[config.mk]
export PLATFORM = sky130hd
export DESIGN_NAME = jtag_flash_program_sequencer_core
export DESIGN_NICKNAME = d
export VERILOG_FILES = /design/src/design/jfps_pkg.sv /design/src/design/jfps_front.sv /design/src/design/jfps_queue.sv /design/src/design/jfps_back.sv /design/src/design/jtag_flash_program_sequencer_core.sv
export SDC_FILE = /design/constraint.sdc
export NUM_CORES = 1
export LEC_CHECK = 0
export BUFFER_PORTS_ARGS = -buffer_cell sky130_fd_sc_hd__clkbuf_2
export CAP_MARGIN = 20
export CORE_AREA = 3 3 264 266
export DETAILED_ROUTE_END_ITERATION = 10
export DIE_AREA = 0 0 267 269
export GPL_TIMING_DRIVEN = 0
export PLACE_DENSITY = 0.81
export REMOVE_ABC_BUFFERS = 1
export SYNTH_ARGS = -nofsm -noshare
export SYNTH_HDL_FRONTEND = slang
export SYNTH_SLANG_ARGS = --single-unit
[constraint.sdc]
create_clock -name i_clk -period 7.3 [get_ports i_clk]
set_input_delay 0.73 -clock i_clk [delete_from_list [all_inputs] [get_ports i_clk]]
set_output_delay 0.73 -clock i_clk [all_outputs]
set_load 0.1 [all_outputs]
[src/design/jfps_pkg.sv]
package jfps_pkg;

    localparam int PAGE_BYTES      = 256;
    localparam int PAGE_SHIFT      = $clog2(PAGE_BYTES);
    localparam int BLOCK_BYTES     = 65536;
    localparam int BLOCK_SHIFT     = $clog2(BLOCK_BYTES);
    localparam int WINDOW_MAX      = 16;
    localparam int WINDOW_DEFAULT  = 4;
    localparam int PROGRESS_PAGES  = 256;
    localparam int MAX_IMAGE_BYTES = 16777216;
    localparam int WIN_W           = $clog2(WINDOW_MAX + 1);
    localparam int QUEUE_DEPTH_DEF = 4;

    localparam logic [12:0] TMO_PAGE  = 13'd1000;
    localparam logic [12:0] TMO_LONG  = 13'd5000;
    localparam logic [12:0] TMO_DELAY = 13'd100;
    localparam logic [12:0] TMO_NONE  = 13'd0;

    localparam logic [1:0] REQ_PROGRAM = 2'd0;
    localparam logic [1:0] REQ_REPLY   = 2'd1;
    localparam logic [1:0] REQ_DELAY   = 2'd2;
    localparam logic [1:0] REQ_ABORT   = 2'd3;

    localparam logic [2:0] KIND_MEM      = 3'd0;
    localparam logic [2:0] KIND_MODE     = 3'd1;
    localparam logic [2:0] KIND_LINK     = 3'd2;
    localparam logic [2:0] KIND_DELAY    = 3'd3;
    localparam logic [2:0] KIND_PROGRESS = 3'd4;
    localparam logic [2:0] KIND_STATUS   = 3'd5;

    localparam logic [2:0] OP_READ  = 3'd0;
    localparam logic [2:0] OP_WRITE = 3'd1;
    localparam logic [2:0] OP_ERASE = 3'd2;
    localparam logic [2:0] OP_OPEN  = 3'd3;
    localparam logic [2:0] OP_CLOSE = 3'd4;

    localparam logic [1:0] ST_OK      = 2'd0;
    localparam logic [1:0] ST_BUSY    = 2'd1;
    localparam logic [1:0] ST_INVALID = 2'd2;
    localparam logic [1:0] ST_IO      = 2'd3;

    localparam logic [1:0] MODE_NORMAL = 2'd0;
    localparam logic [1:0] MODE_PROG   = 2'd2;
    localparam logic [1:0] LINK_OFF    = 2'd0;
    localparam logic [1:0] LINK_ON     = 2'd1;
    localparam logic [1:0] PH_ERASE    = 2'd0;
    localparam logic [1:0] PH_WRITE    = 2'd1;
    localparam logic [1:0] PH_VERIFY   = 2'd2;

    typedef enum logic [3:0] {
        P_IDLE, P_MODE_SWITCH, P_OPEN, P_ERASE, P_WRITE, P_VERIFY, P_CLOSE, P_MODE_RESTORE
    } t_phase;

    typedef enum logic [4:0] {
        ACT_IDLE, ACT_DECIDE, ACT_PAGES, ACT_STATUS, ACT_LINK_OFF, ACT_MODE_PROG,
        ACT_DELAY, ACT_OPEN, ACT_ERASE, ACT_PROG_ERASE, ACT_SEND, ACT_PROG_PAGE,
        ACT_CLOSE, ACT_MODE_NORM, ACT_LINK_ON, ACT_FINAL, ACT_ABORT
    } t_act;

    typedef struct packed {
        logic [1:0]       req_type;
        logic [31:0]      tid;
        logic             format_ok;
        logic             bad_req;
        logic [WIN_W-1:0] win;
        logic [24:0]      bytes;
        logic [16:0]      pages;
        logic             reply_error;
        logic             too_short;
        logic             mismatch;
    } t_ev;

    typedef struct packed {
        logic [2:0]  kind;
        logic [2:0]  mem_op;
        logic [23:0] offset;
        logic [16:0] length;
        logic [12:0] tmo_ms;
        logic [31:0] cmd_id;
        logic [1:0]  arg;
        logic [16:0] cur;
        logic [16:0] tot;
        logic [1:0]  status;
        logic [31:0] echo_id;
        logic        last;
    } t_res;

    typedef struct packed {
        logic full;
        logic empty;
    } t_qstat;

endpackage

[src/design/jfps_front.sv]
module jfps_front (
    input  logic            i_clk,
    input  logic            i_rst_n,
    input  logic            i_valid,
    output logic            o_stall,
    input  logic [1:0]      i_req_type,
    input  logic [31:0]     i_transaction_id,
    input  logic            i_op_is_program,
    input  logic            i_format_ok,
    input  logic [24:0]     i_image_bytes,
    input  logic [7:0]      i_window_request,
    input  logic            i_reply_error,
    input  logic            i_reply_too_short,
    input  logic            i_reply_mismatch,
    input  jfps_pkg::t_qstat i_qstat,
    output logic            o_push,
    output jfps_pkg::t_ev   o_ev
);
    import jfps_pkg::*;

    logic r_fv;
    t_ev  r_ev;
    t_ev  n_ev;
    logic bad_size;

    assign o_stall = r_fv && i_qstat.full;
    assign o_push  = r_fv && !i_qstat.full;
    assign o_ev    = r_ev;

    always_comb begin
        bad_size = (i_image_bytes == 25'd0) || (i_image_bytes > 25'(MAX_IMAGE_BYTES));
        n_ev.req_type    = i_req_type;
        n_ev.tid         = i_transaction_id;
        n_ev.format_ok   = i_format_ok;
        n_ev.bad_req     = !i_op_is_program || bad_size;
        if (i_window_request == 8'd0) begin
            n_ev.win = WIN_W'(WINDOW_DEFAULT);
        end else if (i_window_request > 8'(WINDOW_MAX)) begin
            n_ev.win = WIN_W'(WINDOW_MAX);
        end else begin
            n_ev.win = WIN_W'(i_window_request);
        end
        n_ev.bytes       = i_image_bytes;
        n_ev.pages       = 17'((26'(i_image_bytes) + 26'(PAGE_BYTES - 1)) >> PAGE_SHIFT);
        n_ev.reply_error = i_reply_error;
        n_ev.too_short   = i_reply_too_short;
        n_ev.mismatch    = i_reply_mismatch;
    end

    always_ff @(posedge i_clk) begin
        if (!i_rst_n) begin
            r_fv <= 1'b0;
        end else if (!o_stall) begin
            r_fv <= i_valid;
        end
    end

    always_ff @(posedge i_clk) begin
        if (i_valid && !o_stall) begin
            r_ev <= n_ev;
        end
    end

endmodule

[src/design/jfps_queue.sv]
module jfps_queue #(
    parameter int DEPTH = jfps_pkg::QUEUE_DEPTH_DEF
) (
    input  logic             i_clk,
    input  logic             i_rst_n,
    input  logic             i_push,
    input  jfps_pkg::t_ev    i_ev,
    input  logic             i_pop,
    output jfps_pkg::t_ev    o_ev,
    output jfps_pkg::t_qstat o_qstat
);
    import jfps_pkg::*;

    localparam int PW = (DEPTH > 1) ? $clog2(DEPTH) : 1;
    localparam int CW = $clog2(DEPTH + 1);

    t_ev           r_mem [DEPTH];
    logic [PW-1:0] r_wp;
    logic [PW-1:0] r_rp;
    logic [CW-1:0] r_cnt;
    logic          do_pop;

    assign o_qstat.full  = (r_cnt == CW'(DEPTH));
    assign o_qstat.empty = (r_cnt == '0);
    assign o_ev          = r_mem[r_rp];
    assign do_pop        = i_pop && !o_qstat.empty;

    always_ff @(posedge i_clk) begin
        if (!i_rst_n) begin
            r_wp  <= '0;
            r_rp  <= '0;
            r_cnt <= '0;
        end else begin
            if (i_push) begin
                r_wp <= (r_wp == PW'(DEPTH - 1)) ? '0 : r_wp + 1'b1;
            end
            if (do_pop) begin
                r_rp <= (r_rp == PW'(DEPTH - 1)) ? '0 : r_rp + 1'b1;
            end
            if (i_push && !do_pop) begin
                r_cnt <= r_cnt + 1'b1;
            end else if (!i_push && do_pop) begin
                r_cnt <= r_cnt - 1'b1;
            end
        end
    end

    always_ff @(posedge i_clk) begin
        if (i_push) begin
            r_mem[r_wp] <= i_ev;
        end
    end

endmodule

[src/design/jfps_back.sv]
module jfps_back (
    input  logic             i_clk,
    input  logic             i_rst_n,
    input  jfps_pkg::t_qstat i_qstat,
    input  jfps_pkg::t_ev    i_ev,
    output logic             o_pop,
    output logic             o_valid,
    input  logic             i_stall,
    output jfps_pkg::t_res   o_res
);
    import jfps_pkg::*;

    t_phase           r_phase;
    t_act             r_act;
    t_act             n_act;
    t_ev              r_ev;
    logic [31:0]      r_cnt;
    logic [31:0]      r_saved;
    logic [WIN_W-1:0] r_win;
    logic [24:0]      r_img;
    logic [16:0]      r_tot;
    logic [16:0]      r_sent;
    logic [16:0]      r_acked;
    logic             r_err;
    logic [8:0]       r_blk_tot;
    logic [8:0]       r_blk_done;
    logic [1:0]       r_status;
    logic [31:0]      r_echo;
    logic             r_ovalid;
    t_res             r_out;

    t_res        res;
    logic        emit;
    logic        slot;
    logic        send_ok;
    logic        send_more;
    logic        pg_done;
    logic        prog_tick;
    logic        blk_last;
    logic        e_any;
    logic [16:0] sent_inc;

    assign slot      = !r_ovalid || !i_stall;
    assign o_pop     = (r_act == ACT_IDLE) && !i_qstat.empty;
    assign o_valid   = r_ovalid;
    assign o_res     = r_out;
    assign sent_inc  = r_sent + 17'd1;
    assign send_ok   = (r_sent < r_tot) && ((r_sent - r_acked) < 17'(r_win));
    assign send_more = (sent_inc < r_tot) && ((sent_inc - r_acked) < 17'(r_win));
    assign pg_done   = r_acked >= r_tot;
    assign prog_tick = (r_acked & 17'(PROGRESS_PAGES - 1)) == 17'd0;
    assign blk_last  = r_blk_done >= r_blk_tot;
    assign e_any     = r_err || r_ev.reply_error;

    // next action
    always_comb begin
        n_act = r_act;
        case (r_act)
            ACT_IDLE: if (!i_qstat.empty) n_act = ACT_DECIDE;
            ACT_DECIDE: begin
                case (r_ev.req_type)
                    REQ_PROGRAM: begin
                        if (r_phase != P_IDLE || !r_ev.format_ok || r_ev.bad_req) begin
                            n_act = ACT_STATUS;
                        end else begin
                            n_act = ACT_LINK_OFF;
                        end
                    end
                    REQ_REPLY: begin
                        n_act = ACT_IDLE;
                        if (!r_ev.too_short) begin
                            case (r_phase)
                                P_OPEN:   n_act = e_any ? ACT_CLOSE : ACT_ERASE;
                                P_ERASE:  n_act = e_any ? ACT_CLOSE : ACT_PROG_ERASE;
                                P_WRITE:  n_act = ACT_PAGES;
                                P_VERIFY: n_act = ACT_PAGES;
                                P_CLOSE:  n_act = ACT_MODE_NORM;
                                default:  n_act = ACT_IDLE;
                            endcase
                        end
                    end
                    REQ_DELAY: begin
                        case (r_phase)
                            P_MODE_SWITCH:  n_act = ACT_OPEN;
                            P_MODE_RESTORE: n_act = ACT_LINK_ON;
                            default:        n_act = ACT_IDLE;
                        endcase
                    end
                    default: n_act = (r_phase != P_IDLE) ? ACT_ABORT : ACT_IDLE;
                endcase
            end
            ACT_PAGES: begin
                if (r_err) begin
                    n_act = (r_acked >= r_sent) ? ACT_CLOSE : ACT_IDLE;
                end else if (pg_done || prog_tick) begin
                    n_act = ACT_PROG_PAGE;
                end else begin
                    n_act = send_ok ? ACT_SEND : ACT_IDLE;
                end
            end
            ACT_STATUS:     if (slot) n_act = ACT_IDLE;
            ACT_LINK_OFF:   if (slot) n_act = ACT_MODE_PROG;
            ACT_MODE_PROG:  if (slot) n_act = ACT_DELAY;
            ACT_DELAY:      if (slot) n_act = ACT_IDLE;
            ACT_OPEN:       if (slot) n_act = ACT_IDLE;
            ACT_ERASE:      if (slot) n_act = ACT_IDLE;
            ACT_PROG_ERASE: if (slot) n_act = blk_last ? ACT_SEND : ACT_ERASE;
            ACT_SEND:       if (slot) n_act = send_more ? ACT_SEND : ACT_IDLE;
            ACT_PROG_PAGE: begin
                if (slot) begin
                    if (pg_done) begin
                        n_act = (r_phase == P_WRITE) ? ACT_SEND : ACT_CLOSE;
                    end else begin
                        n_act = send_ok ? ACT_SEND : ACT_IDLE;
                    end
                end
            end
            ACT_CLOSE:      if (slot) n_act = ACT_IDLE;
            ACT_MODE_NORM:  if (slot) n_act = ACT_DELAY;
            ACT_LINK_ON:    if (slot) n_act = ACT_FINAL;
            ACT_FINAL:      if (slot) n_act = ACT_IDLE;
            ACT_ABORT:      if (slot) n_act = ACT_IDLE;
            default:        n_act = ACT_IDLE;
        endcase
    end

    // result produced by the current action
    always_comb begin
        res  = '0;
        emit = 1'b1;
        case (r_act)
            ACT_STATUS: begin
                res.kind    = KIND_STATUS;
                res.status  = r_status;
                res.echo_id = r_echo;
                res.last    = 1'b1;
            end
            ACT_LINK_OFF: begin
                res.kind = KIND_LINK;
                res.arg  = LINK_OFF;
            end
            ACT_MODE_PROG: begin
                res.kind = KIND_MODE;
                res.arg  = MODE_PROG;
            end
            ACT_DELAY: begin
                res.kind   = KIND_DELAY;
                res.tmo_ms = TMO_DELAY;
                res.last   = 1'b1;
            end
            ACT_OPEN: begin
                res.kind   = KIND_MEM;
                res.mem_op = OP_OPEN;
                res.tmo_ms = TMO_LONG;
                res.cmd_id = r_cnt + 32'd1;
                res.last   = 1'b1;
            end
            ACT_ERASE: begin
                res.kind   = KIND_MEM;
                res.mem_op = OP_ERASE;
                res.offset = 24'(32'(r_blk_done) << BLOCK_SHIFT);
                res.length = 17'(BLOCK_BYTES);
                res.tmo_ms = TMO_LONG;
                res.cmd_id = r_cnt + 32'd1;
                res.last   = 1'b1;
            end
            ACT_PROG_ERASE: begin
                res.kind = KIND_PROGRESS;
                res.arg  = PH_ERASE;
                res.cur  = 17'(r_blk_done);
                res.tot  = 17'(r_blk_tot);
            end
            ACT_SEND: begin
                res.kind   = KIND_MEM;
                res.mem_op = (r_phase == P_WRITE) ? OP_WRITE : OP_READ;
                res.offset = 24'(32'(r_sent) << PAGE_SHIFT);
                res.length = 17'(PAGE_BYTES);
                res.tmo_ms = TMO_PAGE;
                res.cmd_id = r_cnt + 32'd1;
                res.last   = !send_more;
            end
            ACT_PROG_PAGE: begin
                res.kind = KIND_PROGRESS;
                res.arg  = (r_phase == P_WRITE) ? PH_WRITE : PH_VERIFY;
                res.cur  = r_acked;
                res.tot  = r_tot;
                res.last = !pg_done && !send_ok;
            end
            ACT_CLOSE: begin
                res.kind   = KIND_MEM;
                res.mem_op = OP_CLOSE;
                res.tmo_ms = TMO_LONG;
                res.cmd_id = r_cnt + 32'd1;
                res.last   = 1'b1;
            end
            ACT_MODE_NORM: begin
                res.kind = KIND_MODE;
                res.arg  = MODE_NORMAL;
            end
            ACT_LINK_ON: begin
                res.kind = KIND_LINK;
                res.arg  = LINK_ON;
            end
            ACT_FINAL: begin
                res.kind    = KIND_STATUS;
                res.status  = r_err ? ST_IO : ST_OK;
                res.echo_id = r_saved;
                res.last    = 1'b1;
            end
            ACT_ABORT: begin
                res.kind   = KIND_DELAY;
                res.tmo_ms = TMO_NONE;
                res.last   = 1'b1;
            end
            default: emit = 1'b0;
        endcase
    end

    always_ff @(posedge i_clk) begin
        if (!i_rst_n) begin
            r_act      <= ACT_IDLE;
            r_phase    <= P_IDLE;
            r_cnt      <= '0;
            r_saved    <= '0;
            r_win      <= '0;
            r_img      <= '0;
            r_tot      <= '0;
            r_sent     <= '0;
            r_acked    <= '0;
            r_err      <= 1'b0;
            r_blk_tot  <= '0;
            r_blk_done <= '0;
            r_ovalid   <= 1'b0;
        end else begin
            r_act <= n_act;
            if (slot) begin
                r_ovalid <= emit;
            end
            case (r_act)
                ACT_DECIDE: begin
                    case (r_ev.req_type)
                        REQ_PROGRAM: begin
                            if (r_phase != P_IDLE) begin
                                r_saved <= r_ev.tid;
                            end else if (r_ev.format_ok) begin
                                r_saved <= r_ev.tid;
                                r_win   <= r_ev.win;
                                r_err   <= 1'b0;
                                if (!r_ev.bad_req) begin
                                    r_img   <= r_ev.bytes;
                                    r_tot   <= r_ev.pages;
                                    r_phase <= P_MODE_SWITCH;
                                end
                            end
                        end
                        REQ_REPLY: begin
                            if (r_phase != P_IDLE && !r_ev.too_short) begin
                                if (r_ev.reply_error) begin
                                    r_err <= 1'b1;
                                end
                                case (r_phase)
                                    P_OPEN: begin
                                        if (!e_any) begin
                                            r_blk_tot  <= 9'((26'(r_img) + 26'(BLOCK_BYTES - 1))
                                                          >> BLOCK_SHIFT);
                                            r_blk_done <= '0;
                                            r_sent     <= '0;
                                            r_acked    <= '0;
                                            r_phase    <= P_ERASE;
                                        end
                                    end
                                    P_ERASE: if (!e_any) r_blk_done <= r_blk_done + 9'd1;
                                    P_WRITE: r_acked <= r_acked + 17'd1;
                                    P_VERIFY: begin
                                        r_acked <= r_acked + 17'd1;
                                        if (r_ev.mismatch && !e_any) begin
                                            r_err <= 1'b1;
                                        end
                                    end
                                    P_CLOSE: r_phase <= P_MODE_RESTORE;
                                    default: ;
                                endcase
                            end
                        end
                        REQ_DELAY: begin
                            if (r_phase == P_MODE_SWITCH) begin
                                r_phase <= P_OPEN;
                            end
                        end
                        default: begin
                            r_phase <= P_IDLE;
                            r_img   <= '0;
                            r_tot   <= '0;
                            r_sent  <= '0;
                            r_acked <= '0;
                            r_err   <= 1'b0;
                        end
                    endcase
                end
                ACT_OPEN, ACT_ERASE: if (slot) r_cnt <= r_cnt + 32'd1;
                ACT_SEND: begin
                    if (slot) begin
                        r_cnt  <= r_cnt + 32'd1;
                        r_sent <= sent_inc;
                    end
                end
                ACT_CLOSE: begin
                    if (slot) begin
                        r_cnt   <= r_cnt + 32'd1;
                        r_phase <= P_CLOSE;
                    end
                end
                ACT_PROG_ERASE: begin
                    if (slot && blk_last) begin
                        r_phase <= P_WRITE;
                        r_sent  <= '0;
                        r_acked <= '0;
                    end
                end
                ACT_PROG_PAGE: begin
                    if (slot && pg_done && r_phase == P_WRITE) begin
                        r_phase <= P_VERIFY;
                        r_sent  <= '0;
                        r_acked <= '0;
                    end
                end
                ACT_FINAL: begin
                    if (slot) begin
                        r_phase <= P_IDLE;
                        r_img   <= '0;
                        r_tot   <= '0;
                        r_sent  <= '0;
                        r_acked <= '0;
                        r_err   <= 1'b0;
                    end
                end
                default: ;
            endcase
        end
    end

    // payload registers
    always_ff @(posedge i_clk) begin
        if (o_pop) begin
            r_ev <= i_ev;
        end
        if (slot) begin
            r_out <= res;
        end
        if (r_act == ACT_DECIDE && r_ev.req_type == REQ_PROGRAM) begin
            if (r_phase != P_IDLE) begin
                r_status <= ST_BUSY;
                r_echo   <= r_ev.tid;
            end else if (!r_ev.format_ok) begin
                r_status <= ST_INVALID;
                r_echo   <= r_saved;
            end else begin
                r_status <= ST_INVALID;
                r_echo   <= r_ev.tid;
            end
        end
    end

endmodule

[src/design/jtag_flash_program_sequencer_core.sv]
// Flash program sequencer. The front stage registers each item, checks and
// clamps the request fields, and pushes it into a QUEUE_DEPTH-entry queue;
// the back end pops one item at a time, decodes it (page replies take an
// extra ACT_PAGES step) and then sends its results, e.g. the last write
// reply, which sends the write progress event and refills a 16-command
// window with verify reads, is 17 results. Output stalls hold the back end.
// Results leave through a single output register; o_stall only rises when
// the queue is full and the front stage holds an item.
module jtag_flash_program_sequencer_core #(
    parameter int QUEUE_DEPTH = jfps_pkg::QUEUE_DEPTH_DEF
) (
    input  logic        i_clk,
    input  logic        i_rst_n,
    input  logic        i_valid,
    output logic        o_stall,
    input  logic [1:0]  i_req_type,
    input  logic [31:0] i_transaction_id,
    input  logic        i_op_is_program,
    input  logic        i_format_ok,
    input  logic [24:0] i_image_bytes,
    input  logic [7:0]  i_window_request,
    input  logic        i_reply_error,
    input  logic        i_reply_too_short,
    input  logic        i_reply_mismatch,
    output logic        o_valid,
    input  logic        i_stall,
    output logic [2:0]  o_kind,
    output logic [2:0]  o_mem_op,
    output logic [23:0] o_offset,
    output logic [16:0] o_length,
    output logic [12:0] o_tmo_ms,
    output logic [31:0] o_cmd_id,
    output logic [1:0]  o_arg,
    output logic [16:0] o_progress_current,
    output logic [16:0] o_progress_total,
    output logic [1:0]  o_status,
    output logic [31:0] o_echo_id,
    output logic        o_last
);
    import jfps_pkg::*;

    t_qstat qstat;
    t_ev    front_ev;
    t_ev    queue_ev;
    t_res   res;
    logic   push;
    logic   pop;

    jfps_front u_front (
        .i_clk             (i_clk),
        .i_rst_n           (i_rst_n),
        .i_valid           (i_valid),
        .o_stall           (o_stall),
        .i_req_type        (i_req_type),
        .i_transaction_id  (i_transaction_id),
        .i_op_is_program   (i_op_is_program),
        .i_format_ok       (i_format_ok),
        .i_image_bytes     (i_image_bytes),
        .i_window_request  (i_window_request),
        .i_reply_error     (i_reply_error),
        .i_reply_too_short (i_reply_too_short),
        .i_reply_mismatch  (i_reply_mismatch),
        .i_qstat           (qstat),
        .o_push            (push),
        .o_ev              (front_ev)
    );

    jfps_queue #(.DEPTH(QUEUE_DEPTH)) u_queue (
        .i_clk   (i_clk),
        .i_rst_n (i_rst_n),
        .i_push  (push),
        .i_ev    (front_ev),
        .i_pop   (pop),
        .o_ev    (queue_ev),
        .o_qstat (qstat)
    );

    jfps_back u_back (
        .i_clk   (i_clk),
        .i_rst_n (i_rst_n),
        .i_qstat (qstat),
        .i_ev    (queue_ev),
        .o_pop   (pop),
        .o_valid (o_valid),
        .i_stall (i_stall),
        .o_res   (res)
    );

    assign o_kind             = res.kind;
    assign o_mem_op           = res.mem_op;
    assign o_offset           = res.offset;
    assign o_length           = res.length;
    assign o_tmo_ms           = res.tmo_ms;
    assign o_cmd_id           = res.cmd_id;
    assign o_arg              = res.arg;
    assign o_progress_current = res.cur;
    assign o_progress_total   = res.tot;
    assign o_status           = res.status;
    assign o_echo_id          = res.echo_id;
    assign o_last             = res.last;

endmodule

==> results of run 1 <==
layout make-up:
class,count,area share (%)
multi-input cells,1595,28.9
flip-flops and latches,862,57.4
repair buffers,239,3.79
diodes,3,0.0179
inverters,81,0.742
clock inverters,48,1.09
clock buffers,112,5.51
well taps,873,2.60
where the power goes:
part	leakage, uW	internal, uW	switching, uW
Sequential	0.00816	6100	341
Combinational	0.00551	1100	2210
Clock	0.00136	2440	1850
Total	0.0150	9640	4400
cells in the mapped netlist, types with 74 or more instances:
| library cell | count | area (um^2) |
|---|---|---|
| sky130_fd_sc_hd__edfxtp_1 | 681 | 20400 |
| sky130_fd_sc_hd__nand2_1 | 185 | 694 |
| sky130_fd_sc_hd__dfxtp_1 | 181 | 3620 |
| sky130_fd_sc_hd__nor2_1 | 142 | 533 |
| sky130_fd_sc_hd__ha_1 | 114 | 1430 |
| sky130_fd_sc_hd__nand3_1 | 103 | 515 |
| sky130_fd_sc_hd__o21ai_0 | 89 | 445 |
| sky130_fd_sc_hd__clkbuf_1 | 87 | 327 |
| sky130_fd_sc_hd__mux4_2 | 86 | 1940 |
| sky130_fd_sc_hd__inv_1 | 79 | 297 |
| sky130_fd_sc_hd__xnor2_1 | 75 | 657 |
| sky130_fd_sc_hd__a21oi_1 | 74 | 370 |
worst max-delay path, delay by kind of cell (launching register included):
| kind | cells | cell delay [ns] |
|---|---|---|
| simple gates | 6 | 3.12 |
| buf+inv | 1 | 0.86 |
| flops | 1 | 0.84 |
| compound gates | 1 | 0.16 |
kinds of logic after synthesis:
kind of cell | count (synthesis) | share of synthesized area [%]
DFF | 862 | 65.0
and+or+nand+nor | 745 | 10.2
AOI/OAI and AO/OA | 419 | 7.75
buffers and inverters | 230 | 2.74
muxes | 166 | 7.50
xor gates and xnor gates | 120 | 2.84
adders and majority gates | 117 | 4.01
other | 1 | 0.0101
state kept, by name (all words and copies together) (netlist names), 25 cells and up:
register	cells
u_queue.r_mem	344
u_back.o_res	131
u_back.r_ev	86
u_front.o_ev	86
u_back.r_cnt	32
u_back.r_echo	32
u_back.r_saved	32
u_back.r_img	25
per-stage QoR:
stage	cells	utilization (%)	area, um^2
finish	3813	62.4	42000
global route	3813	62.4	42000
CTS	3810	62.4	42000
detailed placement	3650	58.3	39200
global placement	3623	57.3	38600
floorplan	2538	-	36400
routing by layer:
metal / GRT usage (%) / up-vias / wire (um) / share of wire [%]
met5: 0 / - / 0 / 0
met3: 3.31 / 203 / 5160 / 6.0
met4: 10.5 / 0 / 3310 / 3.9
li1: - / 10400 / - / -
met1: 30.2 / 11300 / 34300 / 40
met2: 41.4 / 989 / 43000 / 50
worst min-delay path by stage:
stage / end / depth (start not counted)
2_1_floorplan: u_back.r_img[6]$_SDFFE_PN0P_ / 2
3_3_place_gp: u_back.r_img[5]$_SDFFE_PN0P_ / 2
3_5_place_dp: u_back.r_tot[11]$_SDFFE_PN0P_ / 2
4_1_cts: u_front.o_ev[51]$_DFFE_PP_ / 1
5_1_grt: u_front.o_ev[51]$_DFFE_PP_ / 1
6_report: u_front.o_ev[51]$_DFFE_PP_ / 1
==> implementation parameters, run 1 <==
Parameter                              Value

Place
  HPWL after detailed placement ... 55.9 mm
  Pre-CTS setup slack ... 2.33 ns
  Routability congestion estimate from global placement ... 0.877
  Number of port buffers ... 212

Critical path
  Type of origin of the critical path ... flip-flop
  Data required time at the worst endpoint ... 7.83 ns
  Critical path destination ... u_back.r_cnt[23]$_SDFFE_PN0P_
  Endpoint class of the critical path ... flip-flop
  Setup slack, reg-to-reg ... 2.20 ns
  Worst reg2reg path startpoint ... u_back.r_act[1]$_SDFFE_PN0P_
  Worst stage delay on the critical path ... 0.87 ns
  Worst-path maximum fanout ... 25
  CP startpoint ... u_back.r_act[1]$_SDFFE_PN0P_
  Worst r2r dst ... u_back.r_cnt[23]$_SDFFE_PN0P_
  Signal arrival time at the worst endpoint ... 5.64 ns
  Worst path cell trace ... nor2b_1 > nand2_1 > inv_1 > nor2_2 > nor2_1 > nand2_1 > or3_1 > a21boi_0
  Depth of the worst register-to-register path ... 8
  Dominant cell type by count on the critical path ... sky130_fd_sc_hd__nand2_1
  Critical path start-end classification ... flip-flop to flip-flop
  CP max-delay cell ... sky130_fd_sc_hd__nor2_1

STA
  Relative slew slack ... 24.2%
  Final setup vio count ... 0
  Smallest setup slack after layout ... 2.20 ns
  Final clock skew ... 0.0361 ns
  Unrepaired setup endpoints after global routing ... false
  Maximum frequency from static timing analysis ... 196 MHz
  Slew Limit Fails ... 0
  Fin. Hold Viols ... 0
  Measured slew at the worst slew-check pin ... 1.14 ns
  Time the final worst path needs with I/O delays and setup ... 5.10 ns
  Tightest hold margin ... 0.260 ns
  Ratio of final minimum period to clock period ... 69.9%
  Setup Total Neg Slack ... 0 ns

Cells and area
  Multi-input gate area in the final layout ... 0.0121 mm^2
  Fraction of final layout cells with drive strength greater than 1 ... 17.7%
  Most frequent standard cell in the layout excluding fill and tap cells ... sky130_fd_sc_hd__edfxtp_1
  Flip-flop and latch area ... 0.0241 mm^2
  Nets ... 3058
  Commonest non-fill, non-tap cells in the layout ... sky130_fd_sc_hd__edfxtp_1 (681), sky130_fd_sc_hd__clkbuf_2 (211), sky130_fd_sc_hd__nand2_1 (185)
  Filler cell count ... 4827
  Signed area change from the synthesized netlist to the final layout ... 13.3%

Synthesis
  Syn Std Cell Area ... 0.0370 mm^2
  Synth Register Bits ... 862
  Distinct cell type count after synthesis ... 81
  Sequential element share of the synthesized area ... 65.0%
  Syn. warnings ... 0
  Async SR Flop Fraction ... 0%
  Synth Instances ... 2660
  Synthesized area divided by synthesized cell count ... 13.9 um^2
  Number of enable-type register cells in the synthesized netlist ... 681
  Prevailing post-synth register cell ... sky130_fd_sc_hd__edfxtp_1

Min path
  Hold Path Class ... input port to flip-flop
  Hold Crit Start ... i_format_ok

Pwr
  Leakage ... 0.0150 uW
  Peak VDD IR ... 0.000227 V
  Power per Cell Area ... 335 mW/mm^2
  Overall power after layout ... 14000 uW

CTS
  Number of clock buffers inserted by TritonCTS ... 86
  Clock tree from TritonCTS ... yes
  Clock sink total ... 862
  Clock edge transition at the registers on the reported setup and hold paths ... 0.06 ns
  Post-cts sizing count ... 0
  Post-CTS repair timing setup buffer count ... 0
  Number of buffers added to fix hold violations after cts ... 0
  Maximum buffer depth of the clock tree ... 3
  Root buffer cell ... sky130_fd_sc_hd__clkbuf_16
  Depth of the CTS H-tree ... 3
  Clock insertion delay at the later pin of the skew report ... 0.64 ns

Floorplan
  Initial Util ... 55.1%
  Die Area ... 0.0718 mm^2
  Die extent in x ... 267 um
  Placement row count ... 95
  Die Y ... 269 um
  Placeable core area ... 0.0673 mm^2
  I/O pin cnt ... 241

Run status
  Outcome ... complete, no violations

Route
  DRC violation count after routing ... 0
  Total Routed Length ... 85.7 mm
  First-pass detailed-route iteration total ... 6
  Routed via count divided by cell count ... 5.99
  Post-detailed-route wirelength per cell ... 22.5 um
  Vias ... 22.8k
  Number of nets still failing antenna checks after routing ... 0
  Initial DRC Count ... 2263

GRT
  Largest net degree at the start of global routing ... 134
  Antenna violations before repair ... 4
  Wire length of the first global-routing pass ... 132 mm
  Overflow left after global routing ... 0
  Overall global routing resource usage ... 23.8%
  Via count of the first global-routing pass ... 23.4k

Flow run
  Maxcap violations ... 0
Note: power is estimated with default switching activity, not from simulation.
==> run 2, diff against run 1 <==
--- a/config.mk
+++ b/config.mk
@@ -5,13 +5,14 @@
 export SDC_FILE = /design/constraint.sdc
 export NUM_CORES = 1
 export LEC_CHECK = 0
+export ABC_AREA = 1
 export BUFFER_PORTS_ARGS = -buffer_cell sky130_fd_sc_hd__clkbuf_2
 export CAP_MARGIN = 20
-export CORE_AREA = 3 3 264 266
+export CORE_AREA = 3 3 267 269
 export DETAILED_ROUTE_END_ITERATION = 10
-export DIE_AREA = 0 0 267 269
+export DIE_AREA = 0 0 270 272
 export GPL_TIMING_DRIVEN = 0
-export PLACE_DENSITY = 0.81
+export PLACE_DENSITY = 0.84
 export REMOVE_ABC_BUFFERS = 1
 export SYNTH_ARGS = -nofsm -noshare
 export SYNTH_HDL_FRONTEND = slang
==> constraint.sdc (replaced) <==
create_clock -name i_clk -period 4.2 [get_ports i_clk]
set_input_delay 0.42 -clock i_clk [delete_from_list [all_inputs] [get_ports i_clk]]
set_output_delay 0.42 -clock i_clk [all_outputs]
set_load 0.1 [all_outputs]
==> run 2 against run 1 <==
Critical endpoint is now u_back.o_res[0]$_DFFE_PN_; sequential power up 88%; core utilization up 1.1 points; hold slack got worse by 0.22 ns; sequential share of layout area is 2.2 points lower; flip-flop and latch count unchanged; non-clock buffer count up 55; synthesized cell count rose by 34%; cell count is 26% higher; die area increased by 2.3%.
==> implementation parameters, run 2 <==
Parameter                              Value

Run status
  Outcome ... complete, no violations

Synthesis
  Dominant combinational cell family by area after synthesis ... simple AND/OR/NAND/NOR gates
  Async SR Flop Fraction ... 0% (unchanged)
  Syn Std Cell Area ... 0.0380 mm^2 (+2.5%)
  Syn. warnings ... 0 (unchanged)
  Cell types occupying the most area after synthesis ... sky130_fd_sc_hd__edfxtp_1 (54%), sky130_fd_sc_hd__dfxtp_1 (9.5%), sky130_fd_sc_hd__nand2_1 (4.7%)
  Prevailing post-synth register cell ... sky130_fd_sc_hd__edfxtp_1
  Compound-Gate Fraction of Synth Area ... 11.3% (+3.5 points)
  Share of Yosys cell area claimed by the top area cell type ... 53.8% (-1.4 points)
  Synthesized area divided by synthesized cell count ... 10.7 um^2 (-23%)
  Biggest area consumer among synthesized cells ... sky130_fd_sc_hd__edfxtp_1
  Synthesized-area fraction occupied by adder cells ... 3.91% (-0.099 points)
  Most common cell in the synthesized netlist ... sky130_fd_sc_hd__edfxtp_1
  Proportion of synthesized area in mux cells ... 0% (-7.5 points)
  Synth Register Bits ... 862 (unchanged)
  Sequential element share of the synthesized area ... 63.4% (-1.6 points)
  Distinct cell type count after synthesis ... 59 (-27%)
  Synth Instances ... 3555 (+34%)
  Number of enable-type register cells in the synthesized netlist ... 681 (unchanged)
  Fraction of synthesized cell area in xor and xnor cells ... 1.52% (-1.3 points)
  Synth Area in Simple Gates ... 14.0% (+3.9 points)
  Top cells by count, synth ... sky130_fd_sc_hd__edfxtp_1 (681), sky130_fd_sc_hd__nand2_1 (477), sky130_fd_sc_hd__nor2_1 (475), sky130_fd_sc_hd__inv_1 (354), sky130_fd_sc_hd__o21ai_0 (286)

Route
  Number of nets still failing antenna checks after routing ... 0 (unchanged)
  DRC violation count after routing ... 0 (unchanged)
  Post-detailed-route wirelength per cell ... 20.1 um (-11%)
  First-pass detailed-route iteration total ... 5 (-1)
  Vias ... 27.7k (+21%)
  Initial DRC Count ... 2887 (+28%)
  Routed via count divided by cell count ... 5.78 (-3.6%)
  Total Routed Length ... 96.1 mm (+12%)

STA
  Relative slew slack ... 29.2% (+5.0 points)
  Maximum frequency from static timing analysis ... 253 MHz (+29%)
  Smallest setup slack after layout ... 0.245 ns (-1.95 ns)
  Ratio of final minimum period to clock period ... 94.2% (+24 points)
  Final clock skew ... 0.0331 ns (-0.00302 ns)
  Slew Limit Fails ... 0 (unchanged)
  Time the final worst path needs with I/O delays and setup ... 3.95 ns (-1.15 ns)
  Final setup vio count ... 0 (unchanged)
  Measured slew at the worst slew-check pin ... 1.06 ns (-0.0773 ns)
  Fin. Hold Viols ... 0 (unchanged)
  Unrepaired setup endpoints after global routing ... false

Cells and area
  Fraction of final layout cells with drive strength greater than 1 ... 12.3% (-5.5 points)
  Post-route non-filler standard cell count ... 4791 (+26%)
  Register with the highest flop count ... u_queue.r_mem
  Diodes inserted ... 0 (-3)
  Max FFs per register ... 344 (unchanged)
  Signed area change from the synthesized netlist to the final layout ... 15.0%
  Nets ... 3985 (+30%)
  Final core utilization ... 63.4% (+1.1 points)
  Most frequent standard cell in the layout excluding fill and tap cells ... sky130_fd_sc_hd__edfxtp_1
  Commonest non-fill, non-tap cells in the layout ... sky130_fd_sc_hd__edfxtp_1 (681), sky130_fd_sc_hd__nand2_1 (476), sky130_fd_sc_hd__nor2_1 (467)

Floorplan
  Die Area ... 0.0734 mm^2 (+2.3%)
  Placeable core area ... 0.0688 mm^2 (+2.3%)
  Die extent in x ... 270 um (+1.1%)
  Die Y ... 272 um (+1.1%)
  I/O pin cnt ... 241 (unchanged)
  Placement row count ... 96 (+1.1%)
  Initial Util ... 55.2% (+0.12 points)

Place
  Pre-CTS setup slack ... -0.0379 ns (-2.36 ns)
  Number of port buffers ... 212 (unchanged)
  Routability congestion estimate from global placement ... 0.926 (+5.6%)
  HPWL after detailed placement ... 60.8 mm (+8.8%)
  Post-placement cell count ... 4587 (+26%)

Critical path
  Critical path start-end classification ... flip-flop to flip-flop
  Depth of the worst register-to-register path ... 27 (+19)
  Data required time at the worst endpoint ... 4.52 ns (-3.31 ns)
  Setup slack, reg-to-reg ... 0.25 ns (-1.95 ns)
  Worst reg2reg path startpoint ... u_back.r_sent[0]$_SDFFE_PN0P_
  Worst-path maximum fanout ... 6 (-76%)
  Signal arrival time at the worst endpoint ... 4.27 ns (-1.37 ns)
  Type of origin of the critical path ... flip-flop
  Worst r2r dst ... u_back.o_res[0]$_DFFE_PN_
  Endpoint class of the critical path ... flip-flop

CTS
  Depth of the CTS H-tree ... 3 (unchanged)
  Number of clock buffers inserted by TritonCTS ... 84 (-2.3%)
  Post-CTS repair timing setup buffer count ... 0 (unchanged)
  Clock edge transition at the registers on the reported setup and hold paths ... 0.06 ns (about the same)
  Maximum buffer depth of the clock tree ... 3 (unchanged)
  Clock sink total ... 862 (unchanged)
  Root buffer cell ... sky130_fd_sc_hd__clkbuf_16
  Clock tree from TritonCTS ... yes
  Clock insertion delay at the later pin of the skew report ... 0.65 ns (about the same)

Pwr
  Leakage ... 0.0170 uW (+13%)
  Overall power after layout ... 33300 uW (+140%)
  Peak VDD IR ... 0.000582 V (+160%)
  Power per Cell Area ... 761 mW/mm^2 (+130%)

GRT
  Overflow left after global routing ... 0 (unchanged)
  Wire length of the first global-routing pass ... 147 mm (+12%)
  Overall global routing resource usage ... 25.5% (+1.7 points)
  Largest net degree at the start of global routing ... 109 (-19%)
  Via count of the first global-routing pass ... 27.1k (+16%)
  Antenna violations before repair ... 1 (-3)

Min path
  Hold Path Class ... input port to flip-flop
  Hold Crit Start ... i_image_bytes[22]
  Hold Crit Depth ... 1 (unchanged)
  Hold Path Sink ... u_front.o_ev[42]$_DFFE_PP_

Flow run
  Maxcap violations ... 0 (unchanged)
-- run 2: repair_timing --
action / in CTS / in global routing
setup endpoints to repair: 6 / 11
resized for setup: 2 / 11
endpoints found under the hold margin: 49 / 0
hold buffers: 49 / 0
-- run 2: how the worst max path moves through the flow --
stage | startpoint | endpoint | slack [ns] | depth (start not counted)
floorplan | u_queue.r_rp[0]$_SDFFE_PN0P_ | u_back.r_ev[0]$_DFFE_PP_ | -2.33 | 3
global placement | u_queue.r_rp[0]$_SDFFE_PN0P_ | u_back.r_ev[15]$_DFFE_PP_ | -7.93 | 3
detailed placement | u_back.r_act[4]$_SDFFE_PN0P_ | u_back.r_acked[2]$_SDFFE_PN0P_ | -0.04 | 12
CTS | u_back.r_sent[0]$_SDFFE_PN0P_ | u_back.o_res[0]$_DFFE_PN_ | 0.07 | 25
global route | u_back.r_sent[0]$_SDFFE_PN0P_ | u_back.o_res[0]$_DFFE_PN_ | 0.02 | 27
finish | u_back.r_sent[0]$_SDFFE_PN0P_ | u_back.o_res[0]$_DFFE_PN_ | 0.25 | 27
-- run 2: power by group --
part           switching (uW)  internal (uW)
combinational            9590           4050
clock                    3270           4250
sequential                928          11200
-- run 2: through the flow --
stage	TNS, ns	hold slack [ns]	cell area (um^2)
finish	0	0.0383	43700
global route	0	0.00390	43700
CTS	0	0.00308	43600
detailed placement	-0.0483	0.442	40400
global placement	-3054.76	0.442	39500
floorplan	-756.11	0.434	37300
-- run 2: kinds of logic (layout without fill, tap and decap cells) --
kind of cell    after synthesis  in the layout
xor+xnor                     65             65
fa+ha+maj                   117            117
simple gates               1226           1226
compound gates              736            736
buf+inv                     548            826
flops                       862            862
other cells                   1             28
-- run 2: worst max-delay path: stages, from the launching register on --
cell and delay (ns):
sky130_fd_sc_hd__dfxtp_2 0.37, sky130_fd_sc_hd__inv_1 0.13, sky130_fd_sc_hd__nor3_1 0.21, sky130_fd_sc_hd__inv_1 0.10, sky130_fd_sc_hd__nor2_1 0.10, sky130_fd_sc_hd__inv_1 0.10, sky130_fd_sc_hd__nor2_2 0.16, sky130_fd_sc_hd__inv_1 0.15
sky130_fd_sc_hd__nor2_1 0.12, sky130_fd_sc_hd__nand3_1 0.08, sky130_fd_sc_hd__nor3_1 0.19, sky130_fd_sc_hd__xor2_1 0.21, sky130_fd_sc_hd__inv_1 0.15, sky130_fd_sc_hd__ha_4 0.32, sky130_fd_sc_hd__nand2_1 0.06, sky130_fd_sc_hd__inv_1 0.07
sky130_fd_sc_hd__nand2_1 0.05, sky130_fd_sc_hd__nand2_1 0.09, sky130_fd_sc_hd__nand2_1 0.05, sky130_fd_sc_hd__and2_1 0.14, sky130_fd_sc_hd__nand2_1 0.12, sky130_fd_sc_hd__inv_1 0.06, sky130_fd_sc_hd__nand3_1 0.08, sky130_fd_sc_hd__nand3_1 0.12
sky130_fd_sc_hd__nor2_4 0.18, sky130_fd_sc_hd__nand2_1 0.06, sky130_fd_sc_hd__nand2_1 0.07, sky130_fd_sc_hd__o211ai_1 0.13
-- run 2: final cells by class --
class / instances / area (um^2)
Fill cell: 5045 / 25200
Sequential cell: 862 / 24100
Multi-Input combinational cell: 2172 / 11900
Timing Repair Buffer: 294 / 2320
Clock buffer: 108 / 2230
Inverter: 378 / 1440
Tap cell: 931 / 1160
Clock inverter: 46 / 517
-- run 2: layer usage --
metal	global-route usage, %	wire length (um)	up-vias
li1	-	-	12800
met1	32.1	37100	13200
met2	43.6	47200	1371
met3	4.03	7660	293
met4	12.0	4210	0
met5	0	0	-
